[src/hdl/u2da_pkg.sv]
package u2da_pkg;

    localparam int VALUE_BITS = 32;
    localparam int MAX_DIGITS = 10;
    localparam int IN_W       = 32;
    localparam int CHAR_W     = 6;
    localparam int BCD_W      = 4 * MAX_DIGITS;
    localparam int BIT_CNT_W  = (VALUE_BITS > 1) ? $clog2(VALUE_BITS) : 1;
    localparam int DIG_CNT_W  = $clog2(MAX_DIGITS + 1);

    localparam logic [CHAR_W-1:0] DIGIT_BASE = 6'h30;

    typedef logic [IN_W-1:0]       t_in;
    typedef logic [VALUE_BITS-1:0] t_bin;
    typedef logic [BCD_W-1:0]      t_bcd;
    typedef logic [3:0]            t_digit;
    typedef logic [CHAR_W-1:0]     t_char;

    // Commands from the sequencer to the datapath.
    typedef struct packed {
        logic load;       // capture a new value, clear the BCD register
        logic dabble;     // one double-dabble step
        logic skip;       // drop a leading zero digit
        logic emit;       // move the top digit to the output register
        logic emit_last;  // the digit being emitted ends the run
    } t_cmd;

    // Status from the datapath back to the sequencer.
    typedef struct packed {
        logic top_zero;   // top BCD digit is zero
        logic ovf;        // value has more than MAX_DIGITS digits
        logic out_busy;   // output register holds an untaken digit
    } t_stat;

endpackage

[src/hdl/u2da_datapath.sv]
module u2da_datapath (
    input  logic            i_clk,
    input  logic            i_rst_n,
    input  u2da_pkg::t_cmd  i_cmd,
    output u2da_pkg::t_stat o_stat,
    input  u2da_pkg::t_in   i_value,
    input  logic            i_stall,
    output logic            o_valid,
    output u2da_pkg::t_char o_digit_char,
    output logic            o_last_char
);
    import u2da_pkg::*;

    t_bin   r_bin;
    t_bcd   r_bcd;
    t_bcd   n_fix;
    logic   r_ovf;
    t_char  r_out_char;
    logic   r_out_last;
    logic   r_out_valid;
    t_digit top_digit;

    // Add 3 to every digit of five or more before the shift.
    always_comb begin
        n_fix = r_bcd;
        for (int i = 0; i < MAX_DIGITS; i++) begin
            if (r_bcd[4*i +: 4] >= 4'd5) begin
                n_fix[4*i +: 4] = r_bcd[4*i +: 4] + 4'd3;
            end
        end
    end

    assign top_digit = r_bcd[BCD_W-1 -: 4];

    always_ff @(posedge i_clk) begin
        if (i_cmd.load) begin
            r_bin <= t_bin'(i_value);
            r_bcd <= '0;
            r_ovf <= 1'b0;
        end else if (i_cmd.dabble) begin
            r_bcd <= {n_fix[BCD_W-2:0], r_bin[VALUE_BITS-1]};
            r_bin <= r_bin << 1;
            r_ovf <= r_ovf | n_fix[BCD_W-1];
        end else if (i_cmd.skip || i_cmd.emit) begin
            r_bcd <= {r_bcd[BCD_W-5:0], 4'b0000};
        end
    end

    always_ff @(posedge i_clk) begin
        if (i_cmd.emit) begin
            r_out_char <= DIGIT_BASE | t_char'(top_digit);
            r_out_last <= i_cmd.emit_last;
        end
    end

    always_ff @(posedge i_clk) begin
        if (!i_rst_n) begin
            r_out_valid <= 1'b0;
        end else if (i_cmd.emit) begin
            r_out_valid <= 1'b1;
        end else if (!i_stall) begin
            r_out_valid <= 1'b0;
        end
    end

    assign o_stat.top_zero = (top_digit == 4'd0);
    assign o_stat.ovf      = r_ovf;
    assign o_stat.out_busy = r_out_valid & i_stall;

    assign o_valid      = r_out_valid;
    assign o_digit_char = r_out_char;
    assign o_last_char  = r_out_last;

endmodule

[src/hdl/u2da_ctrl.sv]
module u2da_ctrl (
    input  logic            i_clk,
    input  logic            i_rst_n,
    input  logic            i_valid,
    output logic            o_stall,
    input  u2da_pkg::t_stat i_stat,
    output u2da_pkg::t_cmd  o_cmd
);
    import u2da_pkg::*;

    localparam logic [1:0] S_IDLE = 2'd0;
    localparam logic [1:0] S_CONV = 2'd1;
    localparam logic [1:0] S_SKIP = 2'd2;
    localparam logic [1:0] S_EMIT = 2'd3;

    logic [1:0]           r_state;
    logic [1:0]           n_state;
    logic [BIT_CNT_W-1:0] r_bit_cnt;
    logic [BIT_CNT_W-1:0] n_bit_cnt;
    logic [DIG_CNT_W-1:0] r_dig_cnt;
    logic [DIG_CNT_W-1:0] n_dig_cnt;
    logic                 dig_one;

    assign dig_one = (r_dig_cnt == DIG_CNT_W'(1));

    always_comb begin
        n_state   = r_state;
        n_bit_cnt = r_bit_cnt;
        n_dig_cnt = r_dig_cnt;
        o_cmd     = '0;
        o_stall   = 1'b1;
        unique case (r_state)
            S_IDLE: begin
                o_stall = 1'b0;
                if (i_valid) begin
                    o_cmd.load = 1'b1;
                    n_bit_cnt  = BIT_CNT_W'(VALUE_BITS - 1);
                    n_state    = S_CONV;
                end
            end
            S_CONV: begin
                o_cmd.dabble = 1'b1;
                if (r_bit_cnt == '0) begin
                    n_dig_cnt = DIG_CNT_W'(MAX_DIGITS);
                    n_state   = S_SKIP;
                end else begin
                    n_bit_cnt = r_bit_cnt - 1'b1;
                end
            end
            S_SKIP: begin
                // Drop leading zeros, but never the last digit.
                if (i_stat.top_zero && !dig_one && !i_stat.ovf) begin
                    o_cmd.skip = 1'b1;
                    n_dig_cnt  = r_dig_cnt - 1'b1;
                end else begin
                    n_state = S_EMIT;
                end
            end
            S_EMIT: begin
                if (!i_stat.out_busy) begin
                    o_cmd.emit      = 1'b1;
                    o_cmd.emit_last = dig_one;
                    n_dig_cnt       = r_dig_cnt - 1'b1;
                    if (dig_one) begin
                        n_state = S_IDLE;
                    end
                end
            end
            default: begin
                n_state = S_IDLE;
            end
        endcase
    end

    always_ff @(posedge i_clk) begin
        if (!i_rst_n) begin
            r_state   <= S_IDLE;
            r_bit_cnt <= '0;
            r_dig_cnt <= '0;
        end else begin
            r_state   <= n_state;
            r_bit_cnt <= n_bit_cnt;
            r_dig_cnt <= n_dig_cnt;
        end
    end

endmodule

[src/hdl/unsigned_to_decimal_ascii_top.sv]
// Unsigned binary to decimal ASCII converter. Each input transaction carries
// one unsigned number on i_value (only the low VALUE_BITS bits count); the
// block answers with one output transaction per decimal digit, most
// significant first, without leading zeros, as ASCII '0'..'9' on
// o_digit_char, and raises o_last_char on the least significant digit. Zero
// gives the single character '0'. A number with more than MAX_DIGITS digits
// yields only its low MAX_DIGITS digits. One number is loaded, goes through
// VALUE_BITS double-dabble steps (one bit per cycle through the shared
// add-3 stage), has its leading zeros dropped, leaves the zero-dropping
// step and has its digits emitted. Dropped zeros and emitted digits always
// add up to MAX_DIGITS. While a digit in the output register waits on
// i_stall, the next digit waits too. The next number is taken as soon as
// the last digit sits in the output register, even while that digit still
// waits to be taken.
module unsigned_to_decimal_ascii_top (
    input  logic            i_clk,
    input  logic            i_rst_n,
    input  logic            i_valid,
    output logic            o_stall,
    input  u2da_pkg::t_in   i_value,
    output logic            o_valid,
    input  logic            i_stall,
    output u2da_pkg::t_char o_digit_char,
    output logic            o_last_char
);
    import u2da_pkg::*;

    t_cmd  cmd;
    t_stat stat;

    // Sequencer: load, convert, drop leading zeros, emit digits.
    u2da_ctrl u_ctrl (
        .i_clk   (i_clk),
        .i_rst_n (i_rst_n),
        .i_valid (i_valid),
        .o_stall (o_stall),
        .i_stat  (stat),
        .o_cmd   (cmd)
    );

    // Shift register, BCD register and output register.
    u2da_datapath u_datapath (
        .i_clk        (i_clk),
        .i_rst_n      (i_rst_n),
        .i_cmd        (cmd),
        .o_stat       (stat),
        .i_value      (i_value),
        .i_stall      (i_stall),
        .o_valid      (o_valid),
        .o_digit_char (o_digit_char),
        .o_last_char  (o_last_char)
    );

endmodule

[config.mk]
export PLATFORM = sky130hd
export DESIGN_NAME = unsigned_to_decimal_ascii_top
export DESIGN_NICKNAME = d
export VERILOG_FILES = /design/src/hdl/u2da_pkg.sv /design/src/hdl/u2da_datapath.sv /design/src/hdl/u2da_ctrl.sv /design/src/hdl/unsigned_to_decimal_ascii_top.sv
export SDC_FILE = /design/constraint.sdc
export NUM_CORES = 1
export LEC_CHECK = 0
export ABC_AREA = 1
export BUFFER_PORTS_ARGS = -buffer_cell sky130_fd_sc_hd__buf_2
export CAP_MARGIN = 20
export CORE_MARGIN = 8
export CORE_UTILIZATION = 40
export DETAILED_ROUTE_END_ITERATION = 8
export SLEW_MARGIN = 0
export SYNTH_ARGS = -nofsm -noshare
export SYNTH_HDL_FRONTEND = slang
export SYNTH_SLANG_ARGS = --single-unit
[constraint.sdc]
create_clock -name i_clk -period 3.8 [get_ports i_clk]
set_clock_uncertainty 0.15 [all_clocks]
set_input_delay 0.76 -clock i_clk [delete_from_list [all_inputs] [get_ports i_clk]]
set_output_delay 0.76 -clock i_clk [all_outputs]
set_load 0.01 [all_outputs]
==> results of run 1 <==
==> cell type report <==
class	count	share of cell area, %
Multi-Input combinational cell	550	45.28
Clock inverter	7	1.377
Clock buffer	9	3.812
Sequential cell	90	36.76
Tap cell	176	3.727
Timing Repair Buffer	46	4.066
Inverter	77	4.977
==> path summary, 6_finish.rpt <==
kind / startpoint / to / slack (ps) / cells past startpoint
min: u_datapath.r_ovf / u_datapath.r_ovf / 320 / 2
max: u_datapath.r_bcd[36] / u_datapath.r_bcd[1] / 1470 / 9
min reg2reg: u_datapath.r_ovf / u_datapath.r_ovf / 320 / 2
max reg2reg: u_datapath.r_bcd[36] / u_datapath.r_bcd[1] / 1470 / 9
==> per-layer routing <==
layer	global-route usage [%]	vias up
met5	0	-
met2	22.06	82
li1	-	2414
met1	16.02	2090
met4	5.100	0
met3	2.973	11
==> metrics by stage <==
stage	hold WS (ps)	setup WS [ps]	instance area [µm²]	power (µW)	utilization [%]
floorplan	285.4	1376	5316	3845	-
global placement	309.1	1299	5602	4180	42.81
detailed placement	321.0	1228	5602	4280	42.81
CTS	329.9	1449	5908	5231	45.15
global route	362.4	1236	5908	5709	45.15
finish	318.1	1466	5908	5179	45.15
==> worst max-delay path, cell delays in order, from the launching register on <==
cell and delay [ps]:
sky130_fd_sc_hd__dfxtp_1 440, sky130_fd_sc_hd__inv_1 110, sky130_fd_sc_hd__ha_1 210, sky130_fd_sc_hd__nand2_1 100, sky130_fd_sc_hd__nor2_4 60, sky130_fd_sc_hd__nand3_4 100
sky130_fd_sc_hd__nand3_4 420, sky130_fd_sc_hd__inv_6 400, sky130_fd_sc_hd__nand2_1 110, sky130_fd_sc_hd__a21oi_1 130
==> synthesized netlist by cell type (5+ instances only) <==
cell type and count:
sky130_fd_sc_hd__nand2_1 262, sky130_fd_sc_hd__nor2_1 89, sky130_fd_sc_hd__inv_1 71, sky130_fd_sc_hd__dfxtp_1 53, sky130_fd_sc_hd__nand3_1 53, sky130_fd_sc_hd__o21ai_0 40, sky130_fd_sc_hd__edfxtp_1 37, sky130_fd_sc_hd__ha_1 29
sky130_fd_sc_hd__a21oi_1 21, sky130_fd_sc_hd__nand4_1 13, sky130_fd_sc_hd__nor2_2 10, sky130_fd_sc_hd__o211ai_1 9, sky130_fd_sc_hd__buf_2 8, sky130_fd_sc_hd__clkbuf_1 8, sky130_fd_sc_hd__xor2_1 8, sky130_fd_sc_hd__inv_2 5
==> flip-flops by register name, indices dropped and copies added, names as in the netlist <==
| register | count |
|---|---|
| u_datapath.r_bcd | 40 |
| u_datapath.r_ovf | 1 |
| u_ctrl.r_state | 2 |
| u_ctrl.r_dig_cnt | 4 |
| u_datapath.o_digit_char | 4 |
| u_datapath.r_bin | 32 |
| u_ctrl.r_bit_cnt | 5 |
| u_datapath.o_valid | 1 |
| u_datapath.o_last_char | 1 |
==> power breakdown <==
part	total [µW]	internal, µW	switching (µW)
Combinational	2440	841	1590
Clock	927	521	406
Sequential	1820	1540	280
==> kinds of logic after synthesis <==
group | share of synthesized area (%)
other cells | 0.07059
simple gates | 34.43
compound gates | 7.583
xor+xnor | 1.319
flops | 40.89
buf+inv | 8.879
fa+ha+maj | 6.830
==> flow_metrics.py, run 1 <==
metrics = {
    "outcome": {
        "outcome": "complete, no violations",
    },
    "placed_design": {
        "placement.io_buffers": 42,
        "dp_cells": 939,
        "place_hpwl_um": 7644,
        "finalWeightedCongestion": 0.7642,
    },
    "cells_and_area": {
        "layout.area.seq_um2": 2172,
        "syn2layout_area_growth_pct": 11.21,
        "final-instance-count-excl-fill": 955,
        "design.final.nets": 839,
        "area_taken_by_multi_input_logic_gates_um2": 2675,
        "most_common_library_cell_in_the_layout_ignoring_fill_and_taps": "sky130_fd_sc_hd__nand2_1",
        "final.fill_count": 1363,
        "diodes": 0,
        "layout-drive-gt1-share_pct": 11.55,
        "layout_common_cells": "261 x sky130_fd_sc_hd__nand2_1, 89 x sky130_fd_sc_hd__nor2_1, 71 x sky130_fd_sc_hd__inv_1",
    },
    "drt": {
        "drt_pre_antenna_iters": 5,
        "detailroute.wirelength.met2_um": 5154,
        "route.final.wire_length_um": 11290,
        "met1_routed_length_um": 5521,
        "ant_nets": 0,
        "wl_per_cell_um": 11.82,
        "vias": 4597,
        "detailedRoute.firstIterationViolations": 282,
        "met3_wirelength_um": 460,
        "route.top_layer_used": "met4",
        "route.detailed.vias_per_inst": 4.814,
        "remaining_drc_errors": 0,
    },
    "pwr": {
        "power.density_cell_area_nw_per_um2": 876.6,
        "vdd.ir_drop.worst_mv": 0.4031,
        "total_leakage_power_uw": 0.002878,
    },
    "timing": {
        "final_min_period_over_clock_period_pct": 61.43,
        "time_the_final_worst_path_needs_with_i_o_delays_and_setup_ps": 2334,
        "setup_viol_count_final": 0,
        "relSlewSlack_pct": 55.43,
        "fin_setup_tns_ps": 0,
        "worst_slew_pin_slew_ps": 666.1,
        "final_hold_viol_count": 0,
        "achievable-frequency_mhz": 428.4,
        "timing_max_transition_violations_final": 0,
        "unrepaired_setup_endpoints_after_global_routing": "no",
    },
    "floorplan": {
        "chipWidth_um": 131.2,
        "site_row_count": 42,
        "io_pins": 45,
        "starting_density_pct": 40.60,
        "design.die.area_um2": 17230,
        "floorplan.core_area_um2": 13090,
        "die_h_um": 131.2,
    },
    "yosys": {
        "synth_sequential_area_ratio_pct": 40.89,
        "synth_enable_flop_cells": 37,
        "yosys-top-cells-area": "sky130_fd_sc_hd__edfxtp_1 21%, sky130_fd_sc_hd__dfxtp_1 20%, sky130_fd_sc_hd__nand2_1 19%",
        "yosys_register_bits": 90,
        "async_flop_share_pct": 0,
        "post_synthesis_cell_area_um2": 5313,
        "synthesis.instances": 744,
        "synth-main-ff-cell": "sky130_fd_sc_hd__dfxtp_1",
        "synthDominantAreaCellType": "sky130_fd_sc_hd__edfxtp_1",
        "yosys.cell_types.count": 32,
        "yosysTopAreaCellShare_pct": 20.91,
        "avgSynthCellArea_um2": 7.141,
        "yosysWarningCount": 0,
    },
    "clock_network": {
        "clkLatencyLatePin_ps": 340,
        "clock_tree.buffer_depth": 2,
        "post_cts_resize_count": 0,
        "tritoncts": "built",
        "clock-root-buffer": "sky130_fd_sc_hd__clkbuf_16",
        "cts_hold_buf": 0,
        "cts.htree.levels": 3,
        "cts_made_buffers": 9,
        "clock-sinks": 90,
        "clkTransAtPathRegs_ps": 70,
        "postCtsSetupRepairBufs": 0,
    },
    "job": {
        "cap_viol_max_count": 0,
    },
    "global_route": {
        "maximum_number_of_pins_on_one_net_before_global_route_repair": 52,
        "first_global_vias": 4527,
        "global_route.overflow_total": 0,
        "grt_pass1_wl_um": 19750,
        "grt_use_total_pct": 13.14,
        "initial_antenna_violation_count": 0,
    },
    "worst_setup_path": {
        "worst_ep_required_time_ps": 3920,
        "critical_path_arrival_ps": 2450,
        "timing_worst_setup_path_type": "reg2reg",
        "critPathMaxFanout": 48,
        "cp_endpoint_kind": "register",
        "worst_setup_path_start_kind": "register",
    },
    "hold_path": {
        "hp-class": "reg2reg",
    },
}
Note: power is estimated with default switching activity, not from simulation.
==> run 2, diff against run 1 <==
==> constraint.sdc (replaced) <==
create_clock -name i_clk -period 2.2 [get_ports i_clk]
set_clock_uncertainty 0.15 [all_clocks]
set_input_delay 0.44 -clock i_clk [delete_from_list [all_inputs] [get_ports i_clk]]
set_output_delay 0.44 -clock i_clk [all_outputs]
set_load 0.01 [all_outputs]
==> flow_metrics.py, run 2 (synthesis results as in run 1) <==
metrics = {
    "cells_and_area": {
        "most_common_library_cell_in_the_layout_ignoring_fill_and_taps": "sky130_fd_sc_hd__nand2_1",
        "syn2layout_area_growth_pct": 13.35,
        "design.final.nets": 850,
        "final.fill_count": 1293,
        "postLayoutCoreUtil_pct": 46.02,
        "layout_common_cells": "260 x sky130_fd_sc_hd__nand2_1, 89 x sky130_fd_sc_hd__nor2_1, 71 x sky130_fd_sc_hd__inv_1",
        "largest_register_ffs": 40,
        "largest-register": "u_datapath.r_bcd",
        "biggestRegsByFlops": "u_datapath.r_bcd: 40 flops, u_datapath.r_bin: 32 flops, u_ctrl.r_bit_cnt: 5 flops",
        "diodes": 0,
        "layout-drive-gt1-share_pct": 12.78,
    },
    "clock_network": {
        "postCtsSetupRepairBufs": 0,
        "tritoncts": "built",
        "clock-sinks": 90,
        "cts.htree.levels": 3,
        "post_cts_resize_count": 0,
        "clkTransAtPathRegs_ps": 70,
        "clkLatencyLatePin_ps": 340,
        "cts_hold_buf": 0,
        "cts_made_buffers": 9,
        "clock-root-buffer": "sky130_fd_sc_hd__clkbuf_16",
        "clock_tree.buffer_depth": 2,
    },
    "worst_setup_path": {
        "worst_setup_path_start_kind": "register",
        "critPathMaxFanout": 6,
        "critical_path_arrival_ps": 2070,
        "cp_endpoint_kind": "register",
        "worst_ep_required_time_ps": 2270,
        "setup.worst_path.start": "u_ctrl.r_bit_cnt[0]",
        "timing_worst_setup_path_type": "reg2reg",
        "reg2reg_from": "u_ctrl.r_bit_cnt[0]",
    },
    "floorplan": {
        "starting_density_pct": 40.60,
        "die_h_um": 131.2,
        "site_row_count": 42,
        "design.die.area_um2": 17230,
        "io_pins": 45,
        "chipWidth_um": 131.2,
        "floorplan.core_area_um2": 13090,
    },
    "timing": {
        "setup_viol_count_final": 0,
        "fin_setup_tns_ps": 0,
        "time_the_final_worst_path_needs_with_i_o_delays_and_setup_ps": 1997,
        "final_critical_path_setup_slack_ps": 203.0,
        "relSlewSlack_pct": 57.48,
        "final_hold_viol_count": 0,
        "final_min_period_over_clock_period_pct": 90.77,
        "worst_slew_pin_slew_ps": 636.8,
        "timing_max_transition_violations_final": 0,
        "unrepaired_setup_endpoints_after_global_routing": "no",
        "achievable-frequency_mhz": 500.8,
    },
    "global_route": {
        "grtUsageMet2_pct": 22.03,
        "maximum_number_of_pins_on_one_net_before_global_route_repair": 46,
        "first_global_vias": 4500,
        "grt-busiest-layer": "met2",
        "initial_antenna_violation_count": 0,
        "grt_use_total_pct": 13.59,
        "grt_pass1_wl_um": 20250,
        "global_route.overflow_total": 0,
        "use_met3_pct": 3.163,
        "gr-usage-met1_pct": 17.52,
    },
    "drt": {
        "vias": 4627,
        "detailedRoute.firstIterationViolations": 273,
        "remaining_drc_errors": 0,
        "route.detailed.vias_per_inst": 4.790,
        "route.final.wire_length_um": 11640,
        "drt_pre_antenna_iters": 4,
        "ant_nets": 0,
        "wl_per_cell_um": 12.05,
    },
    "placed_design": {
        "finalWeightedCongestion": 0.8062,
        "placement.setup.worst_slack_ps": 176.6,
        "place_hpwl_um": 8072,
        "placement.io_buffers": 42,
    },
    "pwr": {
        "vdd.ir_drop.worst_mv": 0.6336,
        "total_leakage_power_uw": 0.002935,
        "totalPowerFinal_uw": 9140,
        "power.density_cell_area_nw_per_um2": 1518,
    },
    "hold_path": {
        "hp-class": "in2reg",
        "hold_path_startpoint": "i_value[21]",
    },
    "outcome": {
        "outcome": "complete, no violations",
    },
    "job": {
        "cap_viol_max_count": 0,
    },
}
[run 2: cell count changes in the layout (fill, tap and decap cells not counted), sizes merged]
cell / delta
clkinv: +2
buf: +10
nand3: +1
inv: -4
clkinvlp: +2
[run 2: worst max-delay path: stages (launching register included)]
cell,delay [ps]
sky130_fd_sc_hd__dfxtp_1,320
sky130_fd_sc_hd__inv_1,90
sky130_fd_sc_hd__ha_1,190
sky130_fd_sc_hd__inv_1,70
sky130_fd_sc_hd__nor2_1,130
sky130_fd_sc_hd__nand2_1,120
sky130_fd_sc_hd__nand2_1,90
sky130_fd_sc_hd__nor2_1,70
sky130_fd_sc_hd__nor2_1,340
sky130_fd_sc_hd__inv_1,160
sky130_fd_sc_hd__nand2_1,100
sky130_fd_sc_hd__a21oi_1,60
[run 2: area by class of cell]
cell class	count	area, µm²	share of cell area (%)
clock buffers	9	225.2	3.740
well taps	176	220.2	3.657
repair buffers	56	352.8	5.859
multi-input cells	551	2688	44.63
clock inverters	7	70.07	1.164
inverters	77	294.0	4.883
flip-flops and latches	90	2172	36.07
[run 2: where the power goes]
group | internal [µW] | switching (µW) | leakage (µW)
clock | 876 | 660 | 0.000135
sequential | 2650 | 480 | 0.000801
combinational | 1630 | 2840 | 0.00200
total | 5160 | 3980 | 0.00293
[run 2: through the flow]
step,cell area (µm²),hold WS [ps],std cells
finish,6022,209.7,966
global route,6022,213.8,966
CTS,6012,197.9,965
detailed placement,5717,308.5,949
global placement,5717,302.2,949
floorplan,5319,285.4,745
[run 2: metal layers]
metal | wire (µm) | vias to the layer above
met2 | 5274 | 86
met1 | 5756 | 2081
li1 | - | 2453
met5 | 0 | -
met3 | 510 | 7
met4 | 95 | 0
[run 2: final timing paths]
| check | to | slack, ps | cells after the start |
|---|---|---|---|
| worst max-delay path | u_ctrl.r_bit_cnt[4] | 200 | 11 |
| worst max register to register | u_ctrl.r_bit_cnt[4] | 200 | 11 |
| worst min register to register | u_datapath.r_ovf | 310 | 2 |
| worst min-delay path | u_datapath.r_bin[21] | 210 | 3 |
==> run 3, diff against run 2 <==
--- a/config.mk
+++ b/config.mk
@@ -11,6 +11,7 @@
 export CORE_MARGIN = 8
 export CORE_UTILIZATION = 40
 export DETAILED_ROUTE_END_ITERATION = 8
+export PLACE_DENSITY = 0.66
 export SLEW_MARGIN = 0
 export SYNTH_ARGS = -nofsm -noshare
 export SYNTH_HDL_FRONTEND = slang
==> flow_metrics.py, run 3 (synthesis results as in run 1) <==
metrics = {
    "pwr": {
        "internal_power_contribution_uw": 5205,
        "pwr-share-seq_pct": 34.5,
        "power.net_switching_uw": 3876,
        "p_sw_share_pct": 42.68,
        "vdd.ir_drop.worst_mv": 0.6786,
        "power_frac_clock_pct": 18.0,
        "combPwrFrac_pct": 47.4,
        "total_leakage_power_uw": 0.002907,
        "power.density_cell_area_nw_per_um2": 1518,
    },
    "floorplan": {
        "chipWidth_um": 131.2,
        "design.die.area_um2": 17230,
        "site_row_count": 42,
        "io_pins": 45,
        "die_h_um": 131.2,
        "starting_density_pct": 40.60,
        "floorplan.core_area_um2": 13090,
    },
    "clock_network": {
        "tritoncts": "built",
        "post_cts_resize_count": 0,
        "clock_tree.buffer_depth": 2,
        "clock-root-buffer": "sky130_fd_sc_hd__clkbuf_16",
        "cts.htree.levels": 3,
        "postCtsSetupRepairBufs": 0,
        "cts_hold_buf": 0,
        "cts_made_buffers": 9,
        "clock-sinks": 90,
        "clkLatencyLatePin_ps": 340,
        "clkTransAtPathRegs_ps": 70,
    },
    "drt": {
        "ant_nets": 0,
        "drt_pre_antenna_iters": 4,
        "vias": 4490,
        "remaining_drc_errors": 0,
        "route.final.wire_length_um": 10920,
        "wl_per_cell_um": 11.38,
        "route.detailed.vias_per_inst": 4.677,
        "detailedRoute.firstIterationViolations": 288,
    },
    "placed_design": {
        "dp_cells": 944,
        "finalWeightedCongestion": 0.8279,
        "placement.io_buffers": 42,
        "detailed_place.area_um2": 5669,
        "placement.setup.worst_slack_ps": 271.5,
        "place_hpwl_um": 7434,
    },
    "cells_and_area": {
        "design.final.nets": 844,
        "biggestRegsByFlops": "u_datapath.r_bcd: 40 flops, u_datapath.r_bin: 32 flops, u_ctrl.r_bit_cnt: 5 flops",
        "diodes": 0,
        "final-instance-count-excl-fill": 960,
        "layout-drive-gt1-share_pct": 12.12,
        "final_area_um2": 5982,
        "layout_common_cells": "260 x sky130_fd_sc_hd__nand2_1, 89 x sky130_fd_sc_hd__nor2_1, 71 x sky130_fd_sc_hd__inv_1",
        "largest-register": "u_datapath.r_bcd",
        "syn2layout_area_growth_pct": 12.60,
        "largest_register_ffs": 40,
        "most_common_library_cell_in_the_layout_ignoring_fill_and_taps": "sky130_fd_sc_hd__nand2_1",
    },
    "timing": {
        "final_hold_viol_count": 0,
        "finalHoldWorstSlack_ps": 210.3,
        "relSlewSlack_pct": 57.02,
        "unrepaired_setup_endpoints_after_global_routing": "no",
        "final_min_period_over_clock_period_pct": 88.61,
        "achievable-frequency_mhz": 513.0,
        "worst_slew_pin_slew_ps": 643.7,
        "timing_max_transition_violations_final": 0,
        "fin_setup_tns_ps": 0,
        "setup_viol_count_final": 0,
        "time_the_final_worst_path_needs_with_i_o_delays_and_setup_ps": 1949,
        "final_critical_path_setup_slack_ps": 250.7,
    },
    "global_route": {
        "grt_use_total_pct": 13.34,
        "initial_antenna_violation_count": 0,
        "maximum_number_of_pins_on_one_net_before_global_route_repair": 48,
        "grt_pass1_wl_um": 19730,
        "global_route.overflow_total": 0,
        "first_global_vias": 4428,
    },
    "worst_setup_path": {
        "critPathMaxFanout": 18,
        "cp_endpoint_kind": "register",
        "worst_path_max_delay_cell": "sky130_fd_sc_hd__dfxtp_1",
        "crit_top_cell": "sky130_fd_sc_hd__nand3_4",
        "timing_worst_setup_path_type": "reg2reg",
        "worst_setup_path_start_kind": "register",
        "maximum_single_stage_delay_on_the_critical_path_ps": 410,
        "worstRegToRegCells": 9,
        "critical_path_arrival_ps": 2030,
        "worst_ep_required_time_ps": 2280,
        "cp_cell_sequence": "inv_1 > ha_1 > nand2_1 > nor2_4 > nand3_4 > nand3_4 > buf_4 > o21ai_0 > nor2_1",
    },
    "job": {
        "cap_viol_max_count": 0,
    },
    "hold_path": {
        "hp-class": "in2reg",
        "hold_depth": 3,
    },
    "outcome": {
        "outcome": "complete, no violations",
    },
}
==> run 3: power by group through the flow <==
stage / clock network, µW / registers (µW) / logic (µW)
global placement: 0 / 3150 / 4270
detailed placement: 0 / 3150 / 4320
global route: 1740 / 3240 / 5070
finish: 1640 / 3140 / 4310
floorplan: 0 / 3030 / 3610
CTS: 1680 / 3130 / 4370
==> run 3: area by class of cell <==
class / count / area (µm²)
clock buffer: 11 / 232.7
clock inverter: 5 / 80.08
inverter: 77 / 294.0
tap: 176 / 220.2
fill: 1338 / 7103
multi-input combinational: 550 / 2680
sequential: 90 / 2172
timing repair buffer: 51 / 302.8
==> run 3: critical path: cells and delay by family (launching register included) <==
kind                     cells  cell delay (ps)
adder cells (fa/ha/maj)      1              210
AND/OR/NAND/NOR              5              550
buffers and inverters        2              370
AO/OA/AOI/OAI                1              160
flip-flops                   1              410
==> run 3: path summary, 6_finish.rpt <==
kind	start	end	slack (ps)
max reg2reg	u_datapath.r_bcd[36]	u_datapath.r_bcd[32]	250
min	i_value[31]	u_datapath.r_bin[31]	210
max	u_datapath.r_bcd[36]	u_datapath.r_bcd[32]	250
min reg2reg	u_datapath.r_ovf	u_datapath.r_ovf	330
==> run 3: metrics by stage <==
| step | util [%] | power (µW) |
|---|---|---|
| after global routing | 45.72 | 10050 |
| after detailed placement | 43.33 | 7466 |
| final | 45.72 | 9081 |
| after CTS | 45.72 | 9180 |
| after global placement | 43.33 | 7425 |
| after floorplan | - | 6642 |
==> run 3: metal layers <==
layer  part of all wire [%]  GRT usage, %  vias up
li1                       -             -     2430
met1                     50         16.83     1982
met2                     44         21.40       71
met3                    4.4         3.582        7
met4                   0.82         4.906        0
met5                      0             0        -
